<file path="src/hdl/arp_cache_resolver_macros.svh">
// Assertion macros for the ARP cache resolver.
// No dependencies.
`ifndef ARP_CACHE_RESOLVER_MACROS_SVH
`define ARP_CACHE_RESOLVER_MACROS_SVH
// implication check, clocked, disabled in reset
`define ACR_ASSERT_IMP(lbl, clk, rst_n, a, c) \
    lbl: assert property (@(posedge clk) disable iff (!rst_n) (a) |-> (c)) \
        else $error("assertion failed");
// next-cycle implication check
`define ACR_ASSERT_NXT(lbl, clk, rst_n, a, c) \
    lbl: assert property (@(posedge clk) disable iff (!rst_n) (a) |=> (c)) \
        else $error("assertion failed");
`endif

</file>
<file path="src/hdl/acr_pkg.sv">
// Shared types and constants for the ARP cache resolver.
// No dependencies.
package acr_pkg;
    localparam int ENTRIES = 8;
    localparam int IDX_W = (ENTRIES > 1) ? $clog2(ENTRIES) : 1;
    localparam int CNT_W = $clog2(ENTRIES + 1);
    localparam int IN_W = 192;
    localparam int OUT_W = 136;

    localparam logic [1:0] REQ_FRAME = 2'd0;
    localparam logic [1:0] REQ_LOOKUP = 2'd1;
    localparam logic [1:0] REQ_TICK = 2'd2;

    localparam logic [2:0] ST_OK = 3'd0;
    localparam logic [2:0] ST_SHORT = 3'd1;
    localparam logic [2:0] ST_BAD_HW = 3'd2;
    localparam logic [2:0] ST_BAD_PROTO = 3'd3;
    localparam logic [2:0] ST_BAD_SIZES = 3'd4;
    localparam logic [2:0] ST_BAD_OP = 3'd5;
    localparam logic [2:0] ST_NOT_OURS = 3'd6;

    localparam logic [1:0] SEND_NONE = 2'd0;
    localparam logic [1:0] SEND_REQ = 2'd1;
    localparam logic [1:0] SEND_REPLY = 2'd2;

    localparam logic [1:0] CFG_OWN_IP = 2'd0;
    localparam logic [1:0] CFG_NET_MASK = 2'd1;
    localparam logic [1:0] CFG_FIRST_WAIT = 2'd2;
    localparam logic [1:0] CFG_LONG_WAIT = 2'd3;

    localparam logic [47:0] MAC_ONES = '1;

    // one table entry as it moves down the chain
    typedef struct packed {
        logic [31:0] ip;
        logic [47:0] mac;
        logic [31:0] deadline;
        logic [30:0] wait_t;
    } t_entry;

    // scan token traveling alongside the entries
    typedef struct packed {
        logic [31:0] ip;
        logic [31:0] now;
        logic [30:0] long_wait;
        logic        found;
        logic [IDX_W-1:0] hit_idx;
        logic        free_found;
        logic [IDX_W-1:0] free_idx;
        logic        old_found;
        logic [IDX_W-1:0] old_idx;
        logic signed [32:0] oldest;
    } t_scan;

    function automatic logic mac_valid(input logic [47:0] m);
        return (m != 48'd0) && (m != MAC_ONES);
    endfunction
endpackage

</file>
<file path="src/hdl/acr_cell.sv">
// One entry cell of the ARP cache rotating ring; holds one entry.
// Depends on acr_pkg.
module acr_cell (
    input  logic            i_clk,
    input  logic            i_rst_n,
    input  logic            i_load,
    input  acr_pkg::t_entry i_load_val,
    input  logic            i_shift,
    input  acr_pkg::t_entry i_prev,
    output acr_pkg::t_entry o_entry
);
    import acr_pkg::*;
    t_entry r_entry;
    always_ff @(posedge i_clk) begin
        if (!i_rst_n) begin
            r_entry <= '0;
        end else if (i_load) begin
            r_entry <= i_load_val;
        end else if (i_shift) begin
            r_entry <= i_prev;
        end
    end
    assign o_entry = r_entry;
endmodule

</file>
<file path="src/hdl/acr_scan.sv">
// Scan stage: compares the entry at the ring head with the scan token.
// Depends on acr_pkg.
module acr_scan (
    input  logic                     i_clk,
    input  logic                     i_rst_n,
    input  logic                     i_start,
    input  acr_pkg::t_scan           i_init,
    input  logic                     i_step,
    input  logic [acr_pkg::IDX_W-1:0] i_idx,
    input  acr_pkg::t_entry          i_head,
    output acr_pkg::t_scan           o_scan
);
    import acr_pkg::*;
    t_scan r_scan, n_scan;
    logic signed [32:0] w_left;
    always_comb begin
        n_scan = r_scan;
        w_left = 33'(signed'(i_head.deadline - r_scan.now));
        if (!r_scan.found && i_head.ip == r_scan.ip) begin
            n_scan.found = 1'b1;
            n_scan.hit_idx = i_idx;
        end
        if (!r_scan.free_found && i_head.ip == 32'd0) begin
            n_scan.free_found = 1'b1;
            n_scan.free_idx = i_idx;
        end
        if (w_left < r_scan.oldest) begin
            n_scan.oldest = w_left;
            n_scan.old_found = 1'b1;
            n_scan.old_idx = i_idx;
        end
    end
    always_ff @(posedge i_clk) begin
        if (!i_rst_n) begin
            r_scan <= '0;
        end else if (i_start) begin
            r_scan <= i_init;
        end else if (i_step) begin
            r_scan <= n_scan;
        end
    end
    assign o_scan = r_scan;
endmodule

</file>
<file path="src/hdl/arp_cache_resolver.sv">
// Top level of the ARP cache resolver: ring of entry cells, scan, update.
// Depends on acr_pkg, acr_cell, acr_scan and arp_cache_resolver_macros.svh.
// The table is a ring of cells that rotates one entry per cycle past a
// single compare stage; the update state then writes the chosen entry and
// the output state presents the word. A tick skips the scan. The next word
// is accepted only after the previous result has been taken from the
// output register.
module arp_cache_resolver (
    input  logic         i_clk,
    input  logic         i_rst_n,
    input  logic         s_axis_tvalid,
    output logic         s_axis_tready,
    // data_len, hw_type, proto_type, addr_sizes, opcode, peer_mac,
    // peer_ip, target_ip
    input  logic [acr_pkg::IN_W-1:0] s_axis_tdata,
    input  logic [1:0]   s_axis_tuser,  // req_type
    output logic         m_axis_tvalid,
    input  logic         m_axis_tready,
    // status, mac_found, resolved_mac, send_kind, send_ip, send_mac
    output logic [acr_pkg::OUT_W-1:0] m_axis_tdata,
    input  logic         i_cfg_we,
    input  logic [1:0]   i_cfg_idx,
    input  logic [31:0]  i_cfg_data
);
    import acr_pkg::*;
`include "arp_cache_resolver_macros.svh"

    typedef enum logic [3:0] {
        S_IDLE = 4'b0001, S_SCAN = 4'b0010, S_UPD = 4'b0100, S_OUT = 4'b1000
    } t_state;

    t_state r_state;
    logic [31:0] r_own_ip, r_mask, r_now;
    logic [29:0] r_first;
    logic [30:0] r_long;
    logic [1:0]  r_req;
    logic [10:0] r_len;
    logic [15:0] r_hw, r_proto, r_sizes, r_op;
    logic [47:0] r_pmac;
    logic [31:0] r_pip, r_tip;
    logic [CNT_W-1:0] r_cnt;
    logic        r_ovalid;
    logic [OUT_W-1:0] r_odata;

    t_entry w_ent [ENTRIES];
    logic [ENTRIES-1:0] w_load;
    t_entry w_load_val;
    logic   w_shift;
    t_scan  w_scan, w_init;
    logic [IDX_W-1:0] w_idx;

    assign w_shift = (r_state == S_SCAN);
    assign w_idx = r_cnt[IDX_W-1:0];

    genvar g;
    generate
        for (g = 0; g < ENTRIES; g++) begin : g_cell
            acr_cell u_cell (
                .i_clk(i_clk), .i_rst_n(i_rst_n), .i_load(w_load[g]),
                .i_load_val(w_load_val), .i_shift(w_shift),
                .i_prev(w_ent[(g + 1) % ENTRIES]), .o_entry(w_ent[g])
            );
        end
    endgenerate

    // token is taken at the accepting edge, straight from the input word
    always_comb begin
        w_init = '0;
        w_init.ip = s_axis_tdata[154:123];
        w_init.now = r_now;
        w_init.long_wait = r_long;
        w_init.oldest = 33'(r_long);
    end

    acr_scan u_scan (
        .i_clk(i_clk), .i_rst_n(i_rst_n), .i_start(r_state == S_IDLE),
        .i_init(w_init), .i_step(w_shift), .i_idx(w_idx), .i_head(w_ent[0]),
        .o_scan(w_scan)
    );

    // frame check
    logic [2:0] w_status;
    always_comb begin
        if (r_len < 11'd28) w_status = ST_SHORT;
        else if (r_hw != 16'h0001) w_status = ST_BAD_HW;
        else if (r_proto != 16'h0800) w_status = ST_BAD_PROTO;
        else if (r_sizes != 16'h0604) w_status = ST_BAD_SIZES;
        else if (r_op != 16'd1 && r_op != 16'd2) w_status = ST_BAD_OP;
        else if (r_tip != r_own_ip) w_status = ST_NOT_OURS;
        else w_status = ST_OK;
    end

    // update decision
    logic             w_has, w_refresh, w_send, w_bcast;
    logic [IDX_W-1:0] w_e;
    t_entry           w_cur, w_new;
    logic [47:0]      w_newmac;
    logic signed [32:0] w_left;
    logic [31:0]      w_dl;
    logic [31:0]      w_dbl;
    logic             w_found;
    logic [47:0]      w_rmac;
    logic [1:0]       w_kind;
    logic [31:0]      w_sip;
    logic [47:0]      w_smac;
    logic [OUT_W-1:0] w_out;

    always_comb begin
        w_bcast = (r_pip | r_mask) == 32'hFFFF_FFFF;
        w_has = 1'b0; w_refresh = 1'b0; w_send = 1'b0;
        w_e = w_scan.hit_idx;
        if (w_scan.found) begin
            w_has = 1'b1;
        end else if (w_scan.free_found) begin
            w_has = 1'b1; w_e = w_scan.free_idx; w_refresh = 1'b1;
        end else if (w_scan.old_found) begin
            w_has = 1'b1; w_e = w_scan.old_idx; w_refresh = 1'b1;
        end
        w_cur = w_ent[w_e];
        w_newmac = (r_req == REQ_FRAME) ? r_pmac : 48'd0;
        w_new = w_cur;
        if (r_req == REQ_FRAME && w_has) w_refresh = 1'b1;
        if (w_refresh) begin
            if (r_pip != w_cur.ip) w_new.deadline = r_now;
            w_new.ip = r_pip;
            w_new.mac = w_newmac;
            w_new.wait_t = 31'(r_first);
        end
        w_left = 33'(signed'(w_new.deadline - r_now));
        w_dbl = {w_new.wait_t, 1'b0};
        w_dl = r_now + 32'(w_new.wait_t);
        if (w_has && w_new.ip != 32'd0 && !mac_valid(w_new.mac)
            && w_left <= 33'sd1) begin
            w_send = 1'b1;
            w_new.deadline = w_dl;
            if (w_new.wait_t < r_long)
                w_new.wait_t = w_dbl[31] ? 31'h7FFF_FFFF : w_dbl[30:0];
        end
        w_found = 1'b0; w_rmac = '0; w_kind = SEND_NONE; w_sip = '0; w_smac = '0;
        if (r_req == REQ_LOOKUP) begin
            if (w_bcast) begin
                w_found = 1'b1; w_rmac = MAC_ONES;
            end else begin
                if (w_has && mac_valid(w_new.mac)) begin
                    w_found = 1'b1; w_rmac = w_new.mac;
                end
                if (w_send) begin
                    w_kind = SEND_REQ; w_sip = w_new.ip;
                end
            end
        end else if (r_req == REQ_FRAME && w_status == ST_OK && r_op == 16'd1) begin
            w_kind = SEND_REPLY; w_sip = r_pip;
            w_smac = mac_valid(r_pmac) ? r_pmac : 48'd0;
        end
        w_out = '0;
        if (r_req == REQ_FRAME) w_out[2:0] = w_status;
        w_out[3] = w_found;
        w_out[51:4] = w_rmac;
        w_out[53:52] = w_kind;
        w_out[85:54] = w_sip;
        w_out[133:86] = w_smac;
    end

    logic w_write;
    assign w_write = (r_state == S_UPD) && w_has &&
        ((r_req == REQ_FRAME && w_status == ST_OK) ||
         (r_req == REQ_LOOKUP && !w_bcast));
    assign w_load_val = w_new;
    always_comb begin
        for (int i = 0; i < ENTRIES; i++)
            w_load[i] = w_write && (w_e == IDX_W'(i));
    end

    assign s_axis_tready = (r_state == S_IDLE) && !r_ovalid;
    assign m_axis_tvalid = r_ovalid;
    assign m_axis_tdata = r_odata;

    always_ff @(posedge i_clk) begin
        if (!i_rst_n) begin
            r_own_ip <= '0; r_mask <= 32'hFFFF_FF00;
            r_first <= 30'd1000; r_long <= 31'd1200000;
        end else if (i_cfg_we) begin
            case (i_cfg_idx)
                CFG_OWN_IP: r_own_ip <= i_cfg_data;
                CFG_NET_MASK: r_mask <= i_cfg_data;
                CFG_FIRST_WAIT: r_first <= i_cfg_data[29:0];
                CFG_LONG_WAIT: r_long <= i_cfg_data[30:0];
                default: r_long <= r_long;
            endcase
        end
    end

    always_ff @(posedge i_clk) begin
        if (s_axis_tvalid && s_axis_tready) begin
            r_req <= s_axis_tuser;
            r_len <= s_axis_tdata[10:0];
            r_hw <= s_axis_tdata[26:11];
            r_proto <= s_axis_tdata[42:27];
            r_sizes <= s_axis_tdata[58:43];
            r_op <= s_axis_tdata[74:59];
            r_pmac <= s_axis_tdata[122:75];
            r_pip <= s_axis_tdata[154:123];
            r_tip <= s_axis_tdata[186:155];
        end
        if (r_state == S_UPD) r_odata <= w_out;
    end

    always_ff @(posedge i_clk) begin
        if (!i_rst_n) begin
            r_state <= S_IDLE; r_cnt <= '0; r_ovalid <= 1'b0; r_now <= '0;
        end else begin
            if (m_axis_tvalid && m_axis_tready) r_ovalid <= 1'b0;
            case (r_state)
                S_IDLE: if (s_axis_tvalid && s_axis_tready) begin
                    r_cnt <= '0;
                    r_state <= (s_axis_tuser == REQ_FRAME
                        || s_axis_tuser == REQ_LOOKUP) ? S_SCAN : S_UPD;
                end
                S_SCAN: begin
                    r_cnt <= r_cnt + 1'b1;
                    if (r_cnt == CNT_W'(ENTRIES - 1)) r_state <= S_UPD;
                end
                S_UPD: begin
                    if (r_req == REQ_TICK) r_now <= r_now + 32'd1;
                    r_state <= S_OUT;
                end
                S_OUT: begin
                    r_ovalid <= 1'b1;
                    r_state <= S_IDLE;
                end
                default: r_state <= S_IDLE;
            endcase
        end
    end

    `ACR_ASSERT_IMP(a_no_accept_busy, i_clk, i_rst_n, r_state != S_IDLE, !s_axis_tready)
    `ACR_ASSERT_NXT(a_out_after_upd, i_clk, i_rst_n, r_state == S_OUT, m_axis_tvalid)
    `ACR_ASSERT_IMP(a_one_load, i_clk, i_rst_n, 1'b1, $countones(w_load) <= 1)
endmodule
</file>
<file path="config.mk">
export PLATFORM = sky130hd
export DESIGN_NAME = arp_cache_resolver
export DESIGN_NICKNAME = d
export VERILOG_FILES = /design/src/hdl/acr_pkg.sv /design/src/hdl/acr_cell.sv /design/src/hdl/acr_scan.sv /design/src/hdl/arp_cache_resolver.sv
export VERILOG_INCLUDE_DIRS = /design/src /design/src/hdl
export SDC_FILE = /design/constraint.sdc
export NUM_CORES = 2
export LEC_CHECK = 0
export BUFFER_PORTS_ARGS = -buffer_cell sky130_fd_sc_hd__buf_4
export CAP_MARGIN = 20
export CORE_MARGIN = 1.5
export CORE_UTILIZATION = 57
export CTS_CLUSTER_DIAMETER = 60
export DETAILED_ROUTE_END_ITERATION = 16
export PLACE_DENSITY = 0.77
export SYNTH_ARGS = -nofsm -noshare
export SYNTH_HDL_FRONTEND = slang
export SYNTH_HIERARCHICAL = 1
export SYNTH_SLANG_ARGS = --single-unit
export TNS_END_PERCENT = 50
</file>
<file path="constraint.sdc">
create_clock -name i_clk -period 7 [get_ports i_clk]
set_clock_uncertainty 0.15 [all_clocks]
set_input_delay 0.7 -clock i_clk [delete_from_list [all_inputs] [get_ports i_clk]]
set_output_delay 0.7 -clock i_clk [all_outputs]
set_load 0.02 [all_outputs]
</file>
==> flow_metrics.tcl <==
set metrics [dict create \
    cts_tree "built" \
    num_rows 155 \
    syn_inst 9443 \
    syn-cell-area_um2 102000 \
    overflow 0 \
    grt_max_degree 222 \
    cp-start-kind "flip-flop" \
    die_x_um 426 \
    grt_pass1_vias 81000 \
    critPathKind "flip-flop to flip-flop" \
    max_freq_mhz 127 \
    placedCellCount 11900 \
    reg2reg_depth 34 \
    violations "negative setup slack" \
    initial_core_util_pct 57.2 \
    cts_sinks 1740 \
    rsz0062_at_grt "true" \
    fin_cells 12500 \
    num_vias 80300 \
    cap_violations 0 \
    critPathTopFamily "compound AO/OA/AOI/OAI gates" \
    vdd_drop_max_v 0.000230 \
    area_delta_synth_final_pct 16.6 \
    pin_count 371 \
    slowest_delay_ps 620 \
    whs_ps 41.2 \
    dr.pass1.iters 8 \
    timing.rr.start "u_scan/o_scan[44]$_SDFFE_PN0P_" \
    grt_usage_pct 32.8 \
    rrSetupSlack_ps -900 \
    critical_path_arrival_ps 8500 \
    cts_made_buffers 193 \
    power_leakage_nw 59.2 \
    timing.rr.end "g_cell[1].u_cell/o_entry[62]$_SDFFE_PN0P_" \
    post-route-period-util_pct 113 \
    clockBufferDepth 3 \
    setup_ws_ps -902 \
    post_drt_wl_per_cell_um 24.6 \
    drc_errors 0 \
    power_w 0.0260 \
    drtIter0Drc 7685 \
    drive_gt1_share_pct 28.2 \
    setup_viol 537 \
    cp.depth 34 \
    htree_levels 4 \
    fin_crit_ps 7900 \
    clk_pin_slew_ps 60 \
    hold_viol 0 \
    nets 10400 \
    relSlewSlack_pct 16.9 \
    die_area_um2 181000 \
    ctsRootBufferMaster "clkbuf_16" \
    io_buffers 361 \
    p_per_area_nw_per_um2 219 \
    status "complete, but fails checks" \
    slew_viol_final 0 \
    design.core.area_um2 178000 \
    ant_nets 0 \
    worst_ep_required_time_ps 7600 \
    place_congestion 0.952 \
    worst-path-buf-inv 9 \
    end_kind "flip-flop" \
    path_common_cell "buf_12" \
    antenna_found_initial 7 \
    critPathCapture "g_cell[1].u_cell/o_entry[62]$_SDFFE_PN0P_" \
    routed_wl_mm 308 \
    cp-startpoint "u_scan/o_scan[44]$_SDFFE_PN0P_" \
    worstPathMaxFanout 8 \
    tightest_slew_ps 1250 \
    grt_pass1_wl_mm 470 \
    hold_path_class "input pin to flip-flop" \
    die_h_um 426 \
    slowest_stage "or4_4" \
    dpl.hpwl_mm 191 \
    via_per_inst 6.41 \
    insertion_delay_ps 860 \
    synth_warnings 6 \
    syn_avg_cell_area_um2 10.8 \
    fin_util_pct 66.7 \
]
## how the worst min path moves through the flow
stage,start,endpoint,slack [ps],depth (start not counted)
5_1_grt,i_cfg_data[1],r_mask[1]$_SDFFE_PN0P_,30,3
3_5_place_dp,r_first[3]$_SDFFE_PN1P_,r_first[3]$_SDFFE_PN1P_,310,2
6_report,i_cfg_data[15],r_mask[15]$_SDFFE_PN1P_,40,3
3_3_place_gp,r_first[15]$_SDFFE_PN0P_,r_first[15]$_SDFFE_PN0P_,300,2
2_1_floorplan,r_mask[8]$_SDFFE_PN1P_,r_mask[8]$_SDFFE_PN1P_,290,2
4_1_cts,i_cfg_data[16],r_long[16]$_SDFFE_PN0P_,1,3
## cell usage in the layout, fill, tap and decap left out, types with 32 or more instances in the layout
cell type / count
a2111oi_0: 32
a21boi_0: 99
a21o_1: 36
a21oi_1: 176
a31oi_1: 71
a32oi_1: 46
and2_1: 90
buf_12: 55
buf_4: 874
clkbuf_1: 46
clkbuf_16: 198
clkbuf_8: 32
dfxtp_1: 1416
dlygate4sd3_1: 208
edfxtp_1: 321
ha_1: 154
inv_1: 269
mux2_2: 591
mux2_4: 615
mux2i_1: 167
mux4_2: 216
nand2_1: 614
nand2b_1: 816
nand2b_4: 40
nand3_1: 107
nand4_1: 77
nor2_1: 207
nor3_1: 52
nor4_1: 73
o211a_1: 1151
o211ai_1: 33
o21ai_0: 144
or2b_1: 336
xnor2_1: 115
xor2_1: 68
## sequential cells by signal (all words and copies together) (netlist names), 32 cells and up
name,count
g_cell.u_cell/o_entry,1144
m_axis_tdata,134
r_mask,32
r_now,32
r_own_ip,32
r_pip,32
r_pmac,48
r_tip,32
u_scan/o_scan,109
## report_power, final
group          total [W]  switching (W)  internal [W]
clock             0.0106        0.00449       0.00615
combinational    0.00477        0.00286       0.00191
sequential        0.0106       0.000197        0.0104
## routing by layer
metal	wire length (um)	vias to the layer above	global-route usage [%]	part of all wire, %
met3	21300	953	5.58	6.9
li1	-	35900	-	-
met1	119000	40100	39.2	39
met4	19500	4	19.3	6.3
met2	148000	3301	55.3	48
met5	34	-	0	0.011
## tightest hold or removal path, delay by kind of cell
kind                   cells  cell delay, ps
and+or+nand+nor            2             140
buffers and inverters      1             160
## per-stage QoR
stage | setup TNS [ps] | setup slack, ps | area, um^2
3_3_place_gp | -530740 | -1130 | 109000
6_report | -410030 | -902 | 119000
2_1_floorplan | 0 | 14.9 | 102000
5_1_grt | -553930 | -1150 | 119000
4_1_cts | -365530 | -795 | 118000
3_5_place_dp | -591620 | -1210 | 109000
## cell type report
type | instances | area (um^2)
diodes | 7 | 17.5
clock buffers | 275 | 5540
clock inverters | 84 | 1060
fillers | 13100 | 59200
inverters | 279 | 1070
multi-input cells | 6630 | 59800
flip-flops and latches | 1740 | 38100
well taps | 2355 | 2950
repair buffers | 1168 | 10300
## timing repair
action                                 in CTS  in global routing
buffers inserted                           23                  6
pin swaps                                  18                  8
setup endpoints to repair                 537                537
gates resized for setup                   154                 48
gates cloned                                7                  2
hold buffers                              208                  0
endpoints found under the hold margin     271                  0
(Power assumes the default switching activity.)
